<file path="config.mk">
export PLATFORM = sky130hd
export DESIGN_NAME = hsv_to_rgb_convert_flat
export DESIGN_NICKNAME = d
export VERILOG_FILES = /design/src/hw/rtl/hsv_pkg.sv /design/src/hw/rtl/hsv_stream_if.sv /design/src/hw/rtl/hsv_to_rgb_convert.sv /design/src/flat_wrapper.sv
export SDC_FILE = /design/constraint.sdc
export NUM_CORES = 2
export LEC_CHECK = 0
export ABC_AREA = 1
export BUFFER_PORTS_ARGS = -buffer_cell sky130_fd_sc_hd__buf_2
export CORE_MARGIN = 5
export CORE_UTILIZATION = 62
export CTS_CLUSTER_SIZE = 12
export DETAILED_ROUTE_END_ITERATION = 12
export PLACE_DENSITY = 0.84
export REMOVE_ABC_BUFFERS = 1
export SYNTH_ARGS = -nofsm -noshare
export SYNTH_HDL_FRONTEND = slang
export SYNTH_SLANG_ARGS = --single-unit
</file>
<file path="constraint.sdc">
create_clock -name clk -period 17.85 [get_ports clk]
set_clock_uncertainty 0.05 [all_clocks]
set_input_delay 0.8925 -clock clk [delete_from_list [all_inputs] [get_ports clk]]
set_output_delay 0.8925 -clock clk [all_outputs]
set_load 0.05 [all_outputs]
</file>
<file path="src/hw/rtl/hsv_pkg.sv">
// ----------------------------------------------------------------------------
// hsv_pkg
// Widths, payload types and sector codes shared by the HSV to RGB converter
// and its stream interfaces.
// ----------------------------------------------------------------------------
package hsv_pkg;

  // Fixed-point format: FRAC_BITS fraction bits, ONE_C means 1.0.
  localparam int FRAC_BITS = 16;
  localparam int HUE_W     = FRAC_BITS + 2;
  localparam int CH_W      = FRAC_BITS + 1;
  localparam int SECT_W    = 3;
  localparam int H6_W      = FRAC_BITS + SECT_W;

  localparam logic [CH_W-1:0] ONE_C      = CH_W'(1) << FRAC_BITS;
  localparam logic [CH_W-1:0] GREY_LIMIT = CH_W'((64'd1 << FRAC_BITS) / 64'd10000);

  typedef logic signed [HUE_W-1:0] hue_t;
  typedef logic [CH_W-1:0]         chan_t;
  typedef logic [FRAC_BITS-1:0]    frac_t;
  typedef logic [SECT_W-1:0]       sect_t;

  // Hue sectors, named by the pair of primaries/secondaries they span.
  localparam sect_t SECT_RED_YEL  = 3'd0;
  localparam sect_t SECT_YEL_GRN  = 3'd1;
  localparam sect_t SECT_GRN_CYAN = 3'd2;
  localparam sect_t SECT_CYAN_BLU = 3'd3;
  localparam sect_t SECT_BLU_MAG  = 3'd4;

endpackage

</file>
<file path="src/hw/rtl/hsv_stream_if.sv">
// ----------------------------------------------------------------------------
// hsv_stream_if
// Valid/ready stream interfaces for HSV input items and RGB result items.
// ----------------------------------------------------------------------------
interface hsv_in_if;
  import hsv_pkg::*;

  logic  valid;
  logic  ready;
  hue_t  hue;
  chan_t saturation;
  chan_t brightness;

  modport source (output valid, output hue, output saturation, output brightness,
                  input ready);
  modport sink   (input valid, input hue, input saturation, input brightness,
                  output ready);
endinterface

interface hsv_out_if;
  import hsv_pkg::*;

  logic  valid;
  logic  ready;
  chan_t red;
  chan_t green;
  chan_t blue;

  modport source (output valid, output red, output green, output blue,
                  input ready);
  modport sink   (input valid, input red, input green, input blue,
                  output ready);
endinterface

</file>
<file path="src/hw/rtl/hsv_to_rgb_convert.sv">
// ----------------------------------------------------------------------------
// hsv_to_rgb_convert
// Converts a hue, saturation, value item into red, green and blue, all with
// 16 fraction bits; the hue is signed and the rest is unsigned fixed point.
// The block is a three-stage pipeline that takes one item every clock while
// the output is not stalled; the clock rate is set by the multiplier stages,
// which hold three products of up to 17 by 17 bits in stage two and two in
// stage three. The last stage is the output register, and a stall at the
// output holds every full stage in place while empty stages still fill, so
// no item is lost or repeated. Saturation and value above 1.0 are clamped;
// a saturation at or below the grey threshold gives grey, equal to the value.
// ----------------------------------------------------------------------------
module hsv_to_rgb_convert (
  input logic   clk,
  input logic   rst_n,
  hsv_in_if.sink    in_if,
  hsv_out_if.source out_if
);
  import hsv_pkg::*;

  // Stage enables: a stage loads when it is empty or its contents move on.
  logic en1, en2, en3;
  logic vld1_r, vld2_r, vld3_r;

  assign en3         = !vld3_r || out_if.ready;
  assign en2         = !vld2_r || en3;
  assign en1         = !vld1_r || en2;
  assign in_if.ready = en1;

  // ---------------- Stage 1: clamp, hue reduction and sector split --------
  chan_t              s_cl, v_cl;
  logic [H6_W-1:0]    h6;
  frac_t              h_red;

  logic  grey1_r, grey1_nxt;
  sect_t sect1_r;
  frac_t f1_r;
  chan_t s1_r, v1_r;

  always_comb begin
    s_cl  = (in_if.saturation > ONE_C) ? ONE_C : in_if.saturation;
    v_cl  = (in_if.brightness > ONE_C) ? ONE_C : in_if.brightness;
    // Modulo 1.0 of a two's complement hue is just its fraction bits.
    h_red = in_if.hue[FRAC_BITS-1:0];
    h6    = (H6_W'(h_red) << 2) + (H6_W'(h_red) << 1);
    grey1_nxt = (s_cl <= GREY_LIMIT);
  end

  always_ff @(posedge clk) begin
    if (!rst_n) begin
      vld1_r <= 1'b0;
    end else if (en1) begin
      vld1_r <= in_if.valid;
    end
  end

  always_ff @(posedge clk) begin
    if (en1) begin
      grey1_r <= grey1_nxt;
      sect1_r <= h6[H6_W-1:FRAC_BITS];
      f1_r    <= h6[FRAC_BITS-1:0];
      s1_r    <= s_cl;
      v1_r    <= v_cl;
    end
  end

  // ---------------- Stage 2: s*f, s*(1-f) and p = v*(1-s) ----------------
  localparam int PW = 2 * CH_W;

  chan_t         omf1, oms1;
  logic [PW-1:0] sf_prod, sg_prod, p_prod;

  always_comb begin
    omf1    = ONE_C - CH_W'(f1_r);
    oms1    = ONE_C - s1_r;
    sf_prod = PW'(s1_r) * PW'(f1_r);
    sg_prod = PW'(s1_r) * PW'(omf1);
    p_prod  = PW'(v1_r) * PW'(oms1);
  end

  logic  grey2_r;
  sect_t sect2_r;
  chan_t v2_r, p2_r, sf2_r, sg2_r;

  always_ff @(posedge clk) begin
    if (!rst_n) begin
      vld2_r <= 1'b0;
    end else if (en2) begin
      vld2_r <= vld1_r;
    end
  end

  always_ff @(posedge clk) begin
    if (en2) begin
      grey2_r <= grey1_r;
      sect2_r <= sect1_r;
      v2_r    <= v1_r;
      p2_r    <= p_prod[CH_W+FRAC_BITS-1:FRAC_BITS];
      sf2_r   <= sf_prod[CH_W+FRAC_BITS-1:FRAC_BITS];
      sg2_r   <= sg_prod[CH_W+FRAC_BITS-1:FRAC_BITS];
    end
  end

  // ---------------- Stage 3: q, t and the sector select ------------------
  logic [PW-1:0] q_prod, t_prod;
  chan_t         q3, t3;
  chan_t         red_nxt, green_nxt, blue_nxt;

  always_comb begin
    q_prod = PW'(v2_r) * PW'(ONE_C - sf2_r);
    t_prod = PW'(v2_r) * PW'(ONE_C - sg2_r);
    q3     = q_prod[CH_W+FRAC_BITS-1:FRAC_BITS];
    t3     = t_prod[CH_W+FRAC_BITS-1:FRAC_BITS];

    if (grey2_r) begin
      red_nxt   = v2_r;
      green_nxt = v2_r;
      blue_nxt  = v2_r;
    end else begin
      case (sect2_r)
        SECT_RED_YEL: begin
          red_nxt = v2_r; green_nxt = t3;   blue_nxt = p2_r;
        end
        SECT_YEL_GRN: begin
          red_nxt = q3;   green_nxt = v2_r; blue_nxt = p2_r;
        end
        SECT_GRN_CYAN: begin
          red_nxt = p2_r; green_nxt = v2_r; blue_nxt = t3;
        end
        SECT_CYAN_BLU: begin
          red_nxt = p2_r; green_nxt = q3;   blue_nxt = v2_r;
        end
        SECT_BLU_MAG: begin
          red_nxt = t3;   green_nxt = p2_r; blue_nxt = v2_r;
        end
        default: begin
          red_nxt = v2_r; green_nxt = p2_r; blue_nxt = q3;
        end
      endcase
    end
  end

  chan_t red_r, green_r, blue_r;

  always_ff @(posedge clk) begin
    if (!rst_n) begin
      vld3_r <= 1'b0;
    end else if (en3) begin
      vld3_r <= vld2_r;
    end
  end

  always_ff @(posedge clk) begin
    if (en3) begin
      red_r   <= red_nxt;
      green_r <= green_nxt;
      blue_r  <= blue_nxt;
    end
  end

  assign out_if.valid = vld3_r;
  assign out_if.red   = red_r;
  assign out_if.green = green_r;
  assign out_if.blue  = blue_r;

endmodule

</file>
<file path="src/flat_wrapper.sv">
// flat-port wrapper written by rule: the top's interface ports become plain ports
module hsv_to_rgb_convert_flat import hsv_pkg::*;
  (clk, rst_n, in_if_valid, in_if_hue, in_if_saturation, in_if_brightness, in_if_ready, out_if_valid, out_if_red, out_if_green, out_if_blue, out_if_ready);
  hsv_in_if in_if_i ();
  hsv_out_if out_if_i ();
  input logic clk;
  input logic rst_n;
  input wire logic [$bits(in_if_i.valid)-1:0] in_if_valid;
  input wire logic [$bits(in_if_i.hue)-1:0] in_if_hue;
  input wire logic [$bits(in_if_i.saturation)-1:0] in_if_saturation;
  input wire logic [$bits(in_if_i.brightness)-1:0] in_if_brightness;
  output wire logic [$bits(in_if_i.ready)-1:0] in_if_ready;
  output wire logic [$bits(out_if_i.valid)-1:0] out_if_valid;
  output wire logic [$bits(out_if_i.red)-1:0] out_if_red;
  output wire logic [$bits(out_if_i.green)-1:0] out_if_green;
  output wire logic [$bits(out_if_i.blue)-1:0] out_if_blue;
  input wire logic [$bits(out_if_i.ready)-1:0] out_if_ready;
  assign in_if_i.valid = in_if_valid;
  assign in_if_i.hue = in_if_hue;
  assign in_if_i.saturation = in_if_saturation;
  assign in_if_i.brightness = in_if_brightness;
  assign in_if_ready = in_if_i.ready;
  assign out_if_valid = out_if_i.valid;
  assign out_if_red = out_if_i.red;
  assign out_if_green = out_if_i.green;
  assign out_if_blue = out_if_i.blue;
  assign out_if_i.ready = out_if_ready;
  hsv_to_rgb_convert u_core (.clk(clk), .rst_n(rst_n), .in_if(in_if_i), .out_if(out_if_i));
endmodule
</file>
* Word level (Yosys, flattened, before mapping)
Index checks and enable logic that the tools add are counted.
Storage, ports and cells: output and inout port bits 53, logic and storage cells 52, register bits after elaboration 180, input port bits 56
Cells by class: add/sub/neg operators 5, $lt $le $gt $ge 3, multiplexer cells 7, $mul 5, equal/unequal tests 4, reductions and logical operators 11
Operators by type and width (count):
- $pmux W17 S3 | 3
- $mul A17 B34 Y33 | 2
- $mux W17 | 4
- $mul A17 B17 Y33 | 2
- $sub A17 B17 Y18 const A | 2
- $gt A17 B17 Y1 const B | 2
- $mul A17 B16 Y33 | 1
- $add A18 B17 Y19 | 1
- $le A17 B3 Y1 const B | 1
- $sub A17 B16 Y17 const A | 1
- $sub A17 B17 Y17 const A | 1
- $reduce_or A2 Y1 | 4
- $eq A3 B2 Y1 const B | 2
- $eq A3 B1 Y1 const B | 1
- $eq A3 B3 Y1 const B | 1
- $logic_not A1 Y1 | 3
- $logic_not A3 Y1 | 1
- $logic_or A1 B1 Y1 | 3

* Depth between registers and ports, before layout
depth in word-level cells 4, gate-level depth with buffers 42

* Least setup slack after synthesis
Ideal clock, no wire load.
path type register to register, start register u_core.s1_r[0], end register u_core.p2_r[15] (data pin), setup time 276 ps, data arrival time 6778 ps, path buffers 3, required time 17524 ps, cell stages (with the launch flop) 38, period minus slack after synthesis 7104 ps, setup slack 10746 ps, cells stage by stage edfxtp_1 buf_6 inv_1 clkbuf_1 ha_1 nand2_1 nor2_1 nand4_1 nor2_1 nand4_1 nor2_1 nand2_1 o21ai_1 nand2_1 inv_2 buf_2 nand2_1 fa_1 [2 not listed] inv_1 fa_1 inv_1 fa_1 inv_1 fa_1 inv_1 fa_1 ha_1 a21oi_1 inv_1 nor2_1 nand2_1 a211oi_1 nand2_1 nand2_1 o311ai_0 xor2_1
On the way: cells in the longest elaborated chain, start to end 2
Ends and longest elaborated chain:
- from (decl) | RTL line hsv_to_rgb_convert.sv:38 | chan_t s1_r, v1_r;
- from (signal assigned) | RTL line hsv_to_rgb_convert.sv:62 | s1_r <= s_cl;
- $sub A17 B17 Y17 | RTL line hsv_to_rgb_convert.sv:75 | oms1 = ONE_C - s1_r;
- $mul A17 B17 Y33 | RTL line hsv_to_rgb_convert.sv:78 | p_prod = PW'(v1_r) * PW'(oms1);
- net u_core.p_prod[31] | RTL line hsv_to_rgb_convert.sv:71 | logic [PW-1:0] sf_prod, sg_prod, p_prod;
- to (signal assigned) | RTL line hsv_to_rgb_convert.sv:98 | p2_r <= p_prod[CH_W+FRAC_BITS-1:FRAC_BITS];
- to (decl) | RTL line hsv_to_rgb_convert.sv:83 | chan_t v2_r, p2_r, sf2_r, sg2_r;
The timed path passes the listed nets, and every way through them passes these cells. A chain may end at the register's enable or synchronous reset.

* Final worst setup path
start register u_core.sf2_r[0], end register u_core.green_r[11] (netlist: u_core.out_if.green[11]) (data pin)
On the way: cells in the longest elaborated chain, start to end 4
Ends and longest elaborated chain:
- from (decl) | RTL line hsv_to_rgb_convert.sv:83
- from (signal assigned) | RTL line hsv_to_rgb_convert.sv:99 | sf2_r <= sf_prod[CH_W+FRAC_BITS-1:FRAC_BITS];
- $sub A17 B17 Y18 | RTL line hsv_to_rgb_convert.sv:110 | q_prod = PW'(v2_r) * PW'(ONE_C - sf2_r);
- $mul A17 B34 Y33 | RTL line hsv_to_rgb_convert.sv:110
- $pmux W17 S3 | RTL line hsv_to_rgb_convert.sv:120 | case (sect2_r)
- $mux W17 | RTL line hsv_to_rgb_convert.sv:115 | if (grey2_r) begin
- net u_core.green_nxt[11] | RTL line hsv_to_rgb_convert.sv:107 | chan_t red_nxt, green_nxt, blue_nxt;
- to (signal assigned) | RTL line hsv_to_rgb_convert.sv:156 | green_r <= green_nxt;
- to (decl) | RTL line hsv_to_rgb_convert.sv:143 | chan_t red_r, green_r, blue_r;
The timed path passes the listed nets, and every way through them passes these cells.

==> flow_results.xml <==
<?xml version="1.0" encoding="UTF-8"?>
<metrics>
  <group name="placed_design">
    <metric name="port-buffer-count" unit="">106</metric>
    <metric name="globalplace.congestion" unit="">0.993</metric>
    <metric name="dp_hpwl" unit="microns">133000</metric>
    <metric name="placed_cell_area" unit="sq um">59600</metric>
  </group>
  <group name="logic_synthesis">
    <metric name="synth.avg_cell_area" unit="sq um">7.93</metric>
    <metric name="synth_enable_flop_cells" unit="">176</metric>
    <metric name="leading_post_synthesis_cells_by_cell_area" unit="">fa_1 (41%), inv_1 (13%), nand2_1 (10%)</metric>
    <metric name="postSynthRegisterBits" unit="">179</metric>
    <metric name="yosys.area.top_type" unit="">fa_1</metric>
    <metric name="syn_inst" unit="">7315</metric>
    <metric name="yosys.cell_types.count" unit="">59</metric>
    <metric name="yosys_warnings" unit="">0</metric>
    <metric name="synth.yosys.seq_area_share" unit="">0.0921</metric>
    <metric name="synth_top_area_frac" unit="">0.414</metric>
    <metric name="synth_top_flop_cell" unit="">edfxtp_1</metric>
    <metric name="synth.cell_area" unit="sq um">58000</metric>
    <metric name="ys_async_sr_fraction" unit="">0</metric>
  </group>
  <group name="global_routing">
    <metric name="track_usage" unit="">0.343</metric>
    <metric name="first_global_vias" unit="">51300</metric>
    <metric name="grt_overflow" unit="">0</metric>
    <metric name="grt_max_degree" unit="">73</metric>
    <metric name="grt_first_pass_wirelength" unit="microns">267000</metric>
    <metric name="grt_antenna_before_repair" unit="">3</metric>
  </group>
  <group name="clock_network">
    <metric name="clock_insertion_delay_worst_skew" unit="ns">0.50</metric>
    <metric name="htree_levels" unit="">4</metric>
    <metric name="clkSlewWorstSetupHoldPaths" unit="ns">0.09</metric>
    <metric name="max-clock-path-buffers" unit="">2</metric>
    <metric name="cts-root-buf" unit="">clkbuf_16</metric>
    <metric name="tritoncts.num_buffers" unit="">17</metric>
    <metric name="cts_tree" unit="">built</metric>
    <metric name="clock-sinks" unit="">179</metric>
    <metric name="cts-hold-fix-buffers" unit="">0</metric>
    <metric name="postCtsResizedCells" unit="">0</metric>
    <metric name="cts_setup_buffers" unit="">0</metric>
  </group>
  <group name="detailed_routing">
    <metric name="antenna_nets_post_route" unit="">0</metric>
    <metric name="drc" unit="">0</metric>
    <metric name="drtIter0Drc" unit="">4726</metric>
    <metric name="vias_per_cell" unit="">5.67</metric>
    <metric name="num_vias" unit="">48300</metric>
    <metric name="wl" unit="microns">167000</metric>
    <metric name="drt_pass1_iterations" unit="">7</metric>
    <metric name="routedWlPerCell" unit="microns">19.6</metric>
  </group>
  <group name="timing">
    <metric name="rsz0062_at_grt" unit="">no</metric>
    <metric name="finalCritPeriodShare" unit="">0.502</metric>
    <metric name="number_of_hold_violations_in_the_final_report" unit="">0</metric>
    <metric name="worst-slew-pin-transition" unit="ns">1.20</metric>
    <metric name="fin_setup_tns" unit="ns">0</metric>
    <metric name="max_clock_freq" unit="MHz">112</metric>
    <metric name="hold_slack" unit="ns">0.397</metric>
    <metric name="slew-limit-headroom" unit="">0.203</metric>
    <metric name="setup_viol_count_final" unit="">0</metric>
    <metric name="period_minus_slack" unit="ns">8.96</metric>
    <metric name="timing.final.max_slew_violations" unit="">0</metric>
  </group>
  <group name="floorplan">
    <metric name="placeableCoreArea" unit="sq um">93200</metric>
    <metric name="dieArea" unit="sq um">99800</metric>
    <metric name="height_of_the_die" unit="microns">316</metric>
    <metric name="effective_utilization_at_floorplan" unit="">0.623</metric>
    <metric name="io-pin-count" unit="">109</metric>
    <metric name="fp-row-count" unit="">112</metric>
    <metric name="die_width" unit="microns">316</metric>
  </group>
  <group name="critical_path">
    <metric name="critical_path_buf_inv_count" unit="">9</metric>
    <metric name="critical_path.startpoint" unit="">u_core.sf2_r[0]</metric>
    <metric name="cpPeakStageDelay" unit="ns">0.91</metric>
    <metric name="cp-start-kind" unit="">flip-flop</metric>
    <metric name="timing.critical_path.slowest_stage_cell" unit="">fa_1</metric>
    <metric name="worst_r2r_startpoint" unit="">u_core.sf2_r[0]</metric>
    <metric name="setup_cp_type" unit="">flip-flop to flip-flop</metric>
    <metric name="crit_end" unit="">u_core.out_if.green[11]</metric>
    <metric name="critical_path.max_fanout" unit="">16</metric>
    <metric name="critical_path.endpoint_type" unit="">flip-flop</metric>
    <metric name="r2r_slack" unit="ns">8.89</metric>
    <metric name="crit_family" unit="">adder cells</metric>
    <metric name="critical_path_cell_count" unit="">35</metric>
    <metric name="rr_worst_depth" unit="">35</metric>
    <metric name="crit_arrival" unit="ns">9.14</metric>
    <metric name="cp.required" unit="ns">18.03</metric>
    <metric name="regToRegEndpoint" unit="">u_core.out_if.green[11]</metric>
  </group>
  <group name="finish">
    <metric name="filler_cell_count" unit="">7587</metric>
    <metric name="share_of_cells_above_drive_strength_1" unit="">0.0359</metric>
    <metric name="nNetsFinal" unit="">8992</metric>
    <metric name="flow.area_growth_from_synthesis" unit="%">3.83</metric>
    <metric name="finalInstanceArea" unit="sq um">60300</metric>
  </group>
  <group name="status">
    <metric name="status" unit="">finished, final reports clean</metric>
  </group>
  <group name="min_path">
    <metric name="min_path_type" unit="">flip-flop to flip-flop</metric>
    <metric name="hold_path_startpoint" unit="">u_core.vld2_r</metric>
  </group>
  <group name="job">
    <metric name="cap_violations" unit="">0</metric>
  </group>
</metrics>
## layout by cell type (no fill, tap or decap), types with 26 or more instances in the layout
cell type  instances
a21oi_1          192
a31oi_1           26
buf_2            106
buf_4             56
clkinv_1          26
edfxtp_1         176
fa_1            1201
ha_1             472
inv_1           1960
nand2_1         1616
nand3_1          182
nand4_1           39
nor2_1           678
nor3_1            30
o21ai_0          161
xnor2_1           47
xor2_1            71
## flip-flops by register name, summed over array words and instances, names as in the netlist, 3 cells and up
signal               flops
u_core.p2_r             17
u_core.sect2_r           3
u_core.out_if.blue      17
u_core.s1_r             17
u_core.v2_r             17
u_core.out_if.red       17
u_core.sg2_r            17
u_core.f1_r             15
u_core.sect1_r           3
u_core.sf2_r            17
u_core.v1_r             17
u_core.out_if.green     17
## synthesized netlist by cell type (3+ instances only)
cell type,instances
a211oi_1,3
edfxtp_1,176
o31ai_1,4
nand2_1,1618
nor3_1,30
o221ai_1,8
o211ai_1,14
dfxtp_1,3
buf_6,5
ha_1,472
xor2_1,71
nand2_2,6
nor2_1,678
nor4_1,18
nand3b_1,11
nand3_1,182
inv_2,8
nand4_1,39
o2111ai_1,5
a31oi_1,26
xnor2_1,47
o21ai_2,4
a21boi_0,7
o21bai_1,15
nor2_2,15
clkbuf_1,184
fa_1,1201
inv_1,1961
clkinv_1,26
o21ai_0,161
buf_1,23
or2_2,17
nor3_2,4
a21o_1,15
a21oi_1,192
o21a_1,13
buf_2,16
a22oi_1,7
a221oi_1,3
buf_4,3
## layout make-up
cell class / instances / area (sq um) / area share
flip-flops and latches: 179 / 5350 / 0.0887
repair buffers: 162 / 951 / 0.0158
well taps: 1254 / 1570 / 0.0260
clock inverters: 15 / 214 / 0.00355
inverters: 1997 / 7500 / 0.124
clock buffers: 17 / 425 / 0.00706
multi-input cells: 4906 / 44300 / 0.734
diodes: 1 / 2.50 / 0.0000415
## metrics by stage
step           worst slack (ns)  utilization  std cells
5_1_grt                    8.21        0.647       8530
6_report                   8.89        0.647       8531
4_1_cts                    9.02        0.647       8530
2_1_floorplan             10.59            -       7082
3_5_place_dp               9.07        0.640       8498
3_3_place_gp               9.15        0.640       8498
## worst register-to-register path, delay by kind of cell, from the launching register on
kind	cells	cell delay (ns)
AOI/OAI and AO/OA	3	0.70
adders and majority gates	7	3.88
and+or+nand+nor	16	2.19
buffers and inverters	9	0.96
DFF	1	0.88
## routing by layer
layer,global-route usage,part of all wire,up-vias
met5,0,0.00021,-
met3,0.0866,0.12,768
met2,0.549,0.45,2855
met4,0.177,0.065,2
li1,-,-,21300
met1,0.436,0.36,23400
## how the worst min path moves through the flow
stage          cells past startpoint  slack [ns]                   to
6_report                           2        0.40  u_core.out_if.valid
5_1_grt                            2        0.43  u_core.out_if.valid
4_1_cts                            2        0.40  u_core.out_if.valid
3_5_place_dp                       2        0.40  u_core.out_if.valid
3_3_place_gp                       2        0.40  u_core.out_if.valid
2_1_floorplan                      0        0.35       u_core.grey2_r
## cells by family after synthesis
kind of cell               after synthesis  synth area share
DFF                                    179            0.0921
buffers and inverters                 2230             0.146
adders and majority gates             1673             0.516
AOI/OAI and AO/OA                      487            0.0478
xor gates and xnor gates               118            0.0178
and+or+nand+nor                       2628             0.181
Power is left out: the tool's default activity adds up to more than one toggle a clock period on the data nets, which glitch-free logic cannot reach.
